<file path="config.mk">
export PLATFORM = sky130hd
export DESIGN_NAME = packet_id_history_ring_core
export DESIGN_NICKNAME = d
export VERILOG_FILES = /design/src/hdl/pkh_pkg.sv /design/src/hdl/pkh_cell.sv /design/src/hdl/packet_id_history_ring_core.sv
export VERILOG_INCLUDE_DIRS = /design/src /design/src/hdl
export SDC_FILE = /design/constraint.sdc
export NUM_CORES = 1
export LEC_CHECK = 0
export ABC_AREA = 1
export BUFFER_PORTS_ARGS = -buffer_cell sky130_fd_sc_hd__buf_2
export CORE_MARGIN = 2
export CORE_UTILIZATION = 38
export DETAILED_ROUTE_END_ITERATION = 6
export HOLD_SLACK_MARGIN = 0.12
export PLACE_DENSITY_LB_ADDON = 0.15
export SLEW_MARGIN = 20
export SYNTH_ARGS = -nofsm -noshare
export SYNTH_HDL_FRONTEND = slang
export SYNTH_SLANG_ARGS = --single-unit
</file>
<file path="constraint.sdc">
create_clock -name clk_i -period 9.1 [get_ports clk_i]
set_clock_uncertainty 0.1 [all_clocks]
set_input_delay 1.82 -clock clk_i [delete_from_list [all_inputs] [get_ports clk_i]]
set_output_delay 1.82 -clock clk_i [all_outputs]
set_load 0.05 [all_outputs]
</file>
<file path="src/hdl/packet_id_history_ring_core_defines.svh">
// Assertion macros shared by the packet ID history ring.
`ifndef PACKET_ID_HISTORY_RING_CORE_DEFINES_SVH
`define PACKET_ID_HISTORY_RING_CORE_DEFINES_SVH

// Plain property checked at every clock edge outside reset.
`define PKH_ASSERT(lbl, prop, msg) \
  lbl: assert property (@(posedge clk_i) disable iff (!rst_ni) (prop)) else $error(msg);

// Property whose consequent is checked in the cycle after the antecedent.
`define PKH_ASSERT_NEXT(lbl, ante, cons, msg) \
  lbl: assert property (@(posedge clk_i) disable iff (!rst_ni) (ante) |=> (cons)) \
    else $error(msg);

`endif

</file>
<file path="src/hdl/pkh_pkg.sv">
package pkh_pkg;

  localparam int unsigned CmdW = 3;
  localparam int unsigned IdW  = 16;

  typedef enum logic [CmdW-1:0] {
    CMD_PUSH   = 3'd0,
    CMD_POP    = 3'd1,
    CMD_SEARCH = 3'd2,
    CMD_REMOVE = 3'd3,
    CMD_CLEAR  = 3'd4
  } cmd_e;

  typedef enum logic [1:0] {
    CELL_HOLD,
    CELL_SHIFT,
    CELL_WRITE_TAIL,
    CELL_REMOVE
  } cell_op_e;

  typedef struct packed {
    logic     capture;
    cell_op_e op;
  } cell_ctrl_t;

endpackage

</file>
<file path="src/hdl/pkh_cell.sv">
module pkh_cell #(
  parameter int unsigned IDX   = 0,
  parameter int unsigned CNT_W = 5
) (
  input  logic                   clk_i,
  input  logic                   rst_ni,
  input  pkh_pkg::cell_ctrl_t    ctrl_i,
  input  logic [CNT_W-1:0]       count_i,
  input  logic [pkh_pkg::IdW-1:0] probe_id_i,
  input  logic [pkh_pkg::IdW-1:0] wdata_i,
  input  logic [pkh_pkg::IdW-1:0] next_data_i,
  input  logic                   found_i,
  output logic [pkh_pkg::IdW-1:0] data_o,
  output logic                   found_o
);
  import pkh_pkg::*;

  localparam logic [CNT_W-1:0] MyIdx = CNT_W'(IDX);

  logic [IdW-1:0] data_q;
  logic [IdW-1:0] data_d;
  logic           hit_q;
  logic           held;

  assign held    = MyIdx < count_i;
  // Found ripples toward the newest cell, so every cell at or past the
  // oldest match sees it.
  assign found_o = found_i | hit_q;
  assign data_o  = data_q;

  always_comb begin
    data_d = data_q;
    unique case (ctrl_i.op)
      CELL_HOLD:       data_d = data_q;
      CELL_SHIFT:      data_d = next_data_i;
      CELL_WRITE_TAIL: if (MyIdx == count_i) data_d = wdata_i;
      CELL_REMOVE:     if (found_o) data_d = next_data_i;
      default:         data_d = data_q;
    endcase
  end

  always_ff @(posedge clk_i) begin
    data_q <= data_d;
  end

  always_ff @(posedge clk_i or negedge rst_ni) begin
    if (!rst_ni) begin
      hit_q <= 1'b0;
    end else if (ctrl_i.capture) begin
      hit_q <= held && (data_q == probe_id_i);
    end
  end

endmodule

</file>
<file path="src/hdl/packet_id_history_ring_core.sv">
// Packet ID history ring for duplicate detection.
// A command is taken at a rising edge where start is high and busy is low:
// cmd_i selects push, pop, search, remove or clear, packet_id_i carries the ID.
// Entries sit in a row of cells in age order, the oldest in the first cell.
// The edge that takes a command also latches an ID compare in every cell; the
// next edge applies the command, with pop and full push shifting the whole row
// and remove shifting the cells at and beyond the oldest match by one place.
// One result per command: result_valid_o is high for exactly one cycle, the
// cycle right after the apply edge, with ok_o, popped_id_o and fill_count_o.
// The receiver cannot stall; the strobe is not repeated.
// busy is high for one cycle after each acceptance, so no new command is
// taken while one is being applied; the next is taken in the same cycle as
// the previous result.
// The found flag ripples through the row of HISTORY_DEPTH cells, which sets
// the length of the apply path.
// Reset empties the ring and clears the strobe; stored IDs are not cleared
// since only held entries are ever read.
module packet_id_history_ring_core #(
  parameter int unsigned HISTORY_DEPTH = 16,
  localparam int unsigned CntW = $clog2(HISTORY_DEPTH + 1)
) (
  input  logic                        clk_i,
  input  logic                        rst_ni,
  input  logic                        start,
  output logic                        busy,
  input  logic [pkh_pkg::CmdW-1:0]    cmd_i,
  input  logic [pkh_pkg::IdW-1:0]     packet_id_i,
  output logic                        result_valid_o,
  output logic                        ok_o,
  output logic [pkh_pkg::IdW-1:0]     popped_id_o,
  output logic [CntW-1:0]             fill_count_o
);
  import pkh_pkg::*;
  `include "packet_id_history_ring_core_defines.svh"

  localparam logic [CntW-1:0] Full = CntW'(HISTORY_DEPTH);

  typedef enum logic {ST_IDLE, ST_APPLY} state_e;

  state_e          state_q;
  logic [CmdW-1:0] cmd_q;
  logic [IdW-1:0]  id_q;
  logic [CntW-1:0] count_q;
  logic [CntW-1:0] count_d;
  logic            accept;
  logic            found;
  logic            ok_d;
  logic [IdW-1:0]  popped_d;
  cell_ctrl_t      ctrl;

  logic [IdW-1:0]  cell_data  [HISTORY_DEPTH+1];
  logic            cell_found [HISTORY_DEPTH+1];

  assign accept = start && !busy;
  assign busy   = (state_q == ST_APPLY);

  assign cell_data[HISTORY_DEPTH] = id_q;
  assign cell_found[0]            = 1'b0;
  assign found                    = cell_found[HISTORY_DEPTH];

  for (genvar k = 0; k < HISTORY_DEPTH; k++) begin : g_cell
    pkh_cell #(
      .IDX   (k),
      .CNT_W (CntW)
    ) u_cell (
      .clk_i       (clk_i),
      .rst_ni      (rst_ni),
      .ctrl_i      (ctrl),
      .count_i     (count_q),
      .probe_id_i  (packet_id_i),
      .wdata_i     (id_q),
      .next_data_i (cell_data[k+1]),
      .found_i     (cell_found[k]),
      .data_o      (cell_data[k]),
      .found_o     (cell_found[k+1])
    );
  end

  always_comb begin
    ctrl.capture = accept;
    ctrl.op      = CELL_HOLD;
    count_d      = count_q;
    ok_d         = 1'b0;
    popped_d     = '0;
    if (state_q == ST_APPLY) begin
      unique case (cmd_e'(cmd_q))
        CMD_PUSH: begin
          ok_d = 1'b1;
          if (count_q == Full) begin
            ctrl.op = CELL_SHIFT;
          end else begin
            ctrl.op = CELL_WRITE_TAIL;
            count_d = count_q + CntW'(1);
          end
        end
        CMD_POP: begin
          if (count_q != '0) begin
            ctrl.op  = CELL_SHIFT;
            count_d  = count_q - CntW'(1);
            ok_d     = 1'b1;
            popped_d = cell_data[0];
          end
        end
        CMD_SEARCH: ok_d = found;
        CMD_REMOVE: begin
          ok_d = found;
          if (found) begin
            ctrl.op = CELL_REMOVE;
            count_d = count_q - CntW'(1);
          end
        end
        CMD_CLEAR: begin
          ok_d    = 1'b1;
          count_d = '0;
        end
        default: ok_d = 1'b0;
      endcase
    end
  end

  always_ff @(posedge clk_i) begin
    if (accept) begin
      cmd_q <= cmd_i;
      id_q  <= packet_id_i;
    end
    ok_o         <= ok_d;
    popped_id_o  <= popped_d;
    fill_count_o <= count_d;
  end

  always_ff @(posedge clk_i or negedge rst_ni) begin
    if (!rst_ni) begin
      state_q        <= ST_IDLE;
      count_q        <= '0;
      result_valid_o <= 1'b0;
    end else begin
      result_valid_o <= (state_q == ST_APPLY);
      count_q        <= count_d;
      unique case (state_q)
        ST_IDLE:  if (accept) state_q <= ST_APPLY;
        ST_APPLY: state_q <= ST_IDLE;
        default:  state_q <= ST_IDLE;
      endcase
    end
  end

  `PKH_ASSERT(a_count_bound, count_q <= Full, "fill count beyond ring depth")
  `PKH_ASSERT_NEXT(a_one_result, start && !busy,
                   (busy && !result_valid_o) ##1 (result_valid_o && !busy),
                   "no result after command")
  `PKH_ASSERT_NEXT(a_count_step, state_q == ST_APPLY && cmd_q != CMD_CLEAR,
                   (count_q == $past(count_q)) ||
                   (count_q == $past(count_q) + CntW'(1)) ||
                   (count_q == $past(count_q) - CntW'(1)),
                   "fill count jumped")
  `PKH_ASSERT(a_result_count, result_valid_o |-> fill_count_o == count_q,
              "reported count differs from held count")

endmodule

</file>
Word level (Yosys, flattened, before mapping):

Index checks and enable logic that the tools add are counted.

* input port bits: 22
* output and inout port bits: 24
* bits in registers: 320

* bitwise logic cells: 17
* equality and inequality tests: 71
* reduce and logical (&&, ||, !) cells: 41
* add/sub/neg operators: 2
* muxes and demuxes: 62
* magnitude comparators: 16

Operator list (number)
* $pmux 16 s3: 16
* $mux 16: 32
* $eq 16x16->1: 16
* $ne 2x1->1 const B: 31
* $reduce_and 3->1: 17
* $eq 4x5->1 const A: 8
* $lt 4x5->1 const A: 8
* $eq 3x5->1 const A: 4
* $lt 3x5->1 const A: 4
* $mux 5: 4
* $pmux 5 s4: 1
* $logic_and 1x1->1: 17
* $or 1x1->1: 15
* $eq 2x5->1 const A: 2
* $lt 1x5->1 const A: 2
* $lt 2x5->1 const A: 2
* $eq 3x2->1 const B: 2
* $mux 2: 3
* $pmux 2 s3: 1
* $add 5x1->5 const B: 1
* $eq 1x5->1 const A: 1
* $eq 5x5->1 const B: 1
* $logic_not 5->1: 1
* $reduce_bool 5->1: 1
* 14 further kinds: 19

Depth between registers and ports, before layout:

* depth after elaboration: 21
* gate-level depth with buffers: 16
* mapped depth without buffers: 14

Modules after synthesis:

Synthesis repeated with hierarchy kept, for this count alone.

* cells, all modules: 2253
* area total of the unflattened synthesis: 19558.8 sq um

Modules (own cells, without submodules)
* pkh_cell at g_cell[12].u_cell ...: cells an instance 129, sequential area each 505.5 sq um, instances 2, area each 1131.1 sq um
* packet_id_history_ring_core: cells an instance 186, sequential area each 1186.1 sq um, instances 1, area each 1831.8 sq um
* pkh_cell at g_cell[14].u_cell: cells an instance 138, sequential area each 505.5 sq um, instances 1, area each 1157.4 sq um
* pkh_cell at g_cell[10].u_cell: cells an instance 137, sequential area each 505.5 sq um, instances 1, area each 1156.1 sq um
* pkh_cell at g_cell[2].u_cell: cells an instance 130, sequential area each 505.5 sq um, instances 1, area each 1134.8 sq um
* pkh_cell at g_cell[4].u_cell: cells an instance 129, sequential area each 505.5 sq um, instances 1, area each 1129.8 sq um
* pkh_cell at g_cell[0].u_cell: cells an instance 126, sequential area each 505.5 sq um, instances 1, area each 1118.6 sq um
* pkh_cell at g_cell[5].u_cell: cells an instance 121, sequential area each 505.5 sq um, instances 1, area each 1116.1 sq um
* pkh_cell at g_cell[8].u_cell: cells an instance 121, sequential area each 505.5 sq um, instances 1, area each 1109.8 sq um
* pkh_cell at g_cell[9].u_cell: cells an instance 119, sequential area each 505.5 sq um, instances 1, area each 1107.3 sq um
* pkh_cell at g_cell[1].u_cell: cells an instance 118, sequential area each 505.5 sq um, instances 1, area each 1098.6 sq um
* pkh_cell at g_cell[3].u_cell: cells an instance 117, sequential area each 505.5 sq um, instances 1, area each 1091.0 sq um
* pkh_cell at g_cell[13].u_cell: cells an instance 161, sequential area each 505.5 sq um, instances 1, area each 1089.8 sq um
* pkh_cell at g_cell[11].u_cell: cells an instance 108, sequential area each 505.5 sq um, instances 1, area each 1081.0 sq um
* 2 more rows

Worst setup path before layout:

OpenSTA, ideal clock, no wires.

* path type: register -> register
* start: register count_q[1]
* end: register g_cell[15].u_cell.data_q[0], enable pin
* arrival time: 3016 ps
* data required time: 8589 ps
* period minus slack after synthesis: 3527 ps
* setup slack: 5573 ps
* stages on the path, launching flop included: 12
* buffers on the path: 2
* cells stage by stage: dfrtp_1 -> clkbuf_1 -> inv_1 -> ha_1 -> inv_1 -> nor4_1 -> nor2_1 -> inv_1 -> nand2_1 -> nand2_1 -> clkbuf_1 -> o21ai_0

* longest elaborated chain between the ends: 7
* elaborated cells on any way between the ends: 14

RTL lines
* start, declared: line packet_id_history_ring_core.sv:43 `logic [CntW-1:0] count_q;`
* start signal, assigned: line packet_id_history_ring_core.sv:138 `count_q <= count_d;`
* $eq 5x5->1 / $reduce_bool 5->1 (equally long branches): line packet_id_history_ring_core.sv:89, packet_id_history_ring_core.sv:97
* $mux 2 / $mux 1 (equally long branches): line packet_id_history_ring_core.sv:89, packet_id_history_ring_core.sv:97
* $pmux 2 s3: line packet_id_history_ring_core.sv:86 `unique case (cmd_e'(cmd_q))`
* $mux 2: line packet_id_history_ring_core.sv:85 `if (state_q == ST_APPLY) begin`
* $eq 2x2->1 / $logic_not 2->1 (equally long branches): line pkh_cell.sv:33 `unique case (ctrl_i.op)`
* $ne 2x1->1 (no source line), or another cell as far along
* $reduce_and 3->1 (no source line) *
* end signal, assigned: line pkh_cell.sv:43 `data_q <= data_d;`
* end, declared: line pkh_cell.sv:20 `logic [IdW-1:0] data_q;`

Mark *: on every way between the ends. The rest lies on a longest branch, timed or not.
A chain may end at the register's enable or synchronous reset.

Worst setup path after layout:

* start: register count_q[1]
* end: register g_cell[2].u_cell.data_q[15], data pin

* longest elaborated chain between the ends: 6
* elaborated cells on any way between the ends: 10

RTL lines
* $eq 5x5->1 / $reduce_bool 5->1 (equally long branches): line packet_id_history_ring_core.sv:89, packet_id_history_ring_core.sv:97
* $mux 2 / $mux 1 (equally long branches): line packet_id_history_ring_core.sv:89, packet_id_history_ring_core.sv:97
* $pmux 2 s3 *: line packet_id_history_ring_core.sv:86
* $mux 2 *: line packet_id_history_ring_core.sv:85
* $eq 2x2->1 / $eq 2x1->1 (equally long branches): line pkh_cell.sv:33
* $pmux 16 s3 *: line pkh_cell.sv:33
* via g_cell[2].u_cell.data_d[15]: line pkh_cell.sv:21 `logic [IdW-1:0] data_d;`
* end signal, assigned: line pkh_cell.sv:43
* end, declared: line pkh_cell.sv:20

Mark *: on every way through the listed nets, which the timed path passes. The rest lies on a longest branch.

==> results.md <==
* Status: finished, final reports clean
* Met1 usage at 37.48%
* Ys flop type: edfxtp_1
* Post-CTS setup buffer count at 0
* H-tree Lvls at 2
* FF-to-FF path depth at 12
* Initial core utilization at 38.64%
* Number of enable flip-flop cells after synthesis at 275
* Post-CTS Hold Fix Bufs at 0
* # IOs at 46
* Final #Nets at 1701
* WL/cell at 24.89 um
* Hold endpoint: g_cell[15].u_cell.data_o[15]
* Busiest grt layer: met2
* Reg2reg setup slack at 3.97 ns
* Number of fill cells at 4114
* CORE AREA at 0.04213 mm^2
* DRC at 0
* Sequential area share after synthesis at 56.97%
* Worst-Margin Slew at 1.171 ns
* RSZ-0062 raised after global routing: no
* Crit Path Category: reg -> reg
* Worst Hold Class: reg -> reg
* Top post-synthesis cells by area: edfxtp_1 51%, nand2_1 14%, dfrtp_1 3.5%, xor2_1 3.2%, xnor2_1 3.1%
* Die Ht at 211.0 um
* Largest net degree at the start of global routing at 145
* Fmax at 194.9 MHz
* Syn-to-layout area delta at 9.069%
* Avg Synthesized Cell Area at 9.731 um^2
* Slew Limit Headroom at 21.72%
* Most frequent cell after synthesis: nand2_1
* Power Dens Cells at 195.8 mW/mm^2
* Count of different cell masters after synthesis at 52
* Share of cells above drive strength 1 at 8.519%
* TritonCTS buffer count at 37
* Sink Count at 320
* DIE WIDTH at 211.0 um
* Grt total ovfl at 0
* Largest fanout on the critical path at 144
* Synth cell count leaders: 625 x nand2_1, 275 x edfxtp_1, 108 x inv_1
* Post-Synthesis Cell Area at 0.01628 mm^2
* TNS Setup at 0 ns
* Fin. max-slew vios at 0
* Max-cap check violation count at 0
* Crit end category: register
* Post-route core utilization at 42.14%
* Post-route ant nets at 0
* M3 GR Usage at 4.222%
* Antenna violations before repair at 1
* Worst R2R End: g_cell[2].u_cell.data_o[15]
* VDD IR max at 0.0001091 V
* Setup-failing EPs final at 0
* Vias in the first global route at 11894
* CTS tree: built
* Port bufs at 45
* Synth Register Bits at 320
* Synthesized instance count at 1673
* Skew-Pair Late Insertion Delay at 0.54 ns
* First-pass GRT wire length at 81320 um
* Ys Warns at 0
* Antenna diodes at 0
* Pre-antenna DRT Iters at 5
* Met2 usage at 37.70%
* Global Route Usage Sum at 25.16%
* Hold Crit Depth at 0
* Routed WL at 55780 um
* Async S/R FF share, synth at 7.187%
* Placer's final routability congestion estimate at 0.8599
* Worst-path clk slew at 0.06 ns
* Post-layout minimum cycle time at 5.131 ns
* Final hold violation count at 0
* Area fraction of the dominant cell type after synthesis at 50.73%
* Drt initial violations at 1538
* DP Wirelength at 35920 um
* Setup crit start kind: register
* Worst EP arrival at 5.27 ns
* Vias per cell at 5.561
* Yosys top cell by area: edfxtp_1
* CTS Buffer Depth at 3
* CP required at 9.24 ns
* Root buffer cell: clkbuf_16
* Gates resized, CTS repair at 0
* # rows at 75
* Vias at 12462
* Hold path start: id_q[15]
* PnR Total Power at 3.477 mW
* RR Startpoint: count_q[1]
* Period Utilization, post-route at 56.38%
* Pleak at 7.610 nW
* Synthesized net count at 1700
* Total Die Area at 0.04451 mm^2
==> layout by cell type (no fill, tap or decap), drive strengths merged, types with 3 or more instances in the layout <==
| cell type | Yosys | routed |
|---|---|---|
| buf | 56 | 57 |
| ha | 5 | 5 |
| dfrtp | 23 | 23 |
| or2 | 11 | 11 |
| clkbuf | 39 | 58 |
| nand2 | 628 | 628 |
| clkinv | 4 | 10 |
| dfxtp | 22 | 22 |
| o21ai | 66 | 66 |
| a221o | 4 | 4 |
| a22oi | 3 | 3 |
| nor3 | 10 | 10 |
| o2111ai | 14 | 14 |
| nor3b | 3 | 3 |
| nor4 | 23 | 23 |
| a221oi | 21 | 21 |
| xnor2 | 58 | 58 |
| nor2 | 81 | 81 |
| o22ai | 29 | 29 |
| a21oi | 9 | 9 |
| nand3 | 65 | 65 |
| inv | 109 | 111 |
| a2111oi | 4 | 4 |
| a211oi | 9 | 9 |
| xor2 | 60 | 60 |
| edfxtp | 275 | 275 |
| nand4 | 20 | 20 |
| a31oi | 6 | 6 |
==> how the worst max path moves through the flow <==
| stage | start | endpoint | slack [ns] | cells after the start |
|---|---|---|---|---|
| 2_1_floorplan | count_q[1] | g_cell[15].u_cell.data_o[0] | 5.57 | 11 |
| 6_report | count_q[1] | g_cell[2].u_cell.data_o[15] | 3.97 | 12 |
| 4_1_cts | count_q[1] | g_cell[0].u_cell.data_o[10] | 4.02 | 12 |
| 3_3_place_gp | count_q[1] | g_cell[13].u_cell.data_o[0] | 4.04 | 12 |
| 3_5_place_dp | count_q[1] | g_cell[0].u_cell.data_o[10] | 4.09 | 12 |
| 5_1_grt | count_q[1] | g_cell[2].u_cell.data_o[1] | 3.54 | 12 |
==> routing by layer <==
| metal | wire [um] | vias to the layer above |
|---|---|---|
| li1 | - | 5650 |
| met1 | 25390 | 6143 |
| met2 | 24140 | 581 |
| met3 | 4812 | 88 |
| met4 | 1439 | 0 |
| met5 | 0 | - |
==> cells by family (layout without fill, tap and decap cells) <==
logic type / count (synthesis) / after routing / synth area share, %
simple gates: 844 / 844 / 22.46
xor+xnor: 118 / 118 / 6.348
buf+inv: 208 / 237 / 6.564
fa+ha+maj: 5 / 5 / 0.3843
compound gates: 178 / 178 / 7.278
flops: 320 / 320 / 56.97
==> through the flow <==
| step | hold slack [ns] | worst slack (ns) | area (um^2) | std cells |
|---|---|---|---|---|
| after CTS | 0.3501 | 4.024 | 17760 | 2241 |
| after global placement | 0.3318 | 4.037 | 16650 | 2174 |
| final | 0.3530 | 3.969 | 17760 | 2241 |
| after detailed placement | 0.3371 | 4.088 | 16650 | 2174 |
| after floorplan | 0.3271 | 5.573 | 16280 | 1673 |
| after global routing | 0.3700 | 3.542 | 17760 | 2241 |
==> report_power, final <==
part           internal (mW)  switching, mW
logic                 0.0932          0.280
registers               1.64         0.0515
clock network          0.799          0.615
==> sequential cells by signal, summed over array words and instances (netlist names) <==
| name | cells |
|---|---|
| ok_o | 1 |
| popped_id_o | 16 |
| busy | 1 |
| g_cell.u_cell.hit_q | 16 |
| fill_count_o | 5 |
| count_q | 5 |
| cmd_q | 3 |
| g_cell.u_cell.data_o | 256 |
| id_q | 16 |
| result_valid_o | 1 |
==> area by class of cell <==
class / instances / area, um^2 / share of cell area, %
timing repair buffer: 57 / 315.3 / 1.776
multi-input combinational: 1145 / 5958 / 33.56
sequential: 320 / 9274 / 52.23
clock buffer: 58 / 1055 / 5.940
clock inverter: 9 / 55.05 / 0.3101
inverter: 113 / 424.2 / 2.389
tap: 539 / 674.4 / 3.798
==> worst max-delay path: stages (launching register included) <==
cell     delay [ns]
dfrtp_1        0.60
inv_1          0.45
ha_1           0.31
inv_1          0.07
nor2_1         0.28
nand2_1        0.22
nand2_1        0.29
nand3_4        0.24
nand2_4        0.53
nand2_8        0.63
buf_4          0.67
nand2_1        0.20
nand2_1        0.06
(Power assumes the default switching activity.)
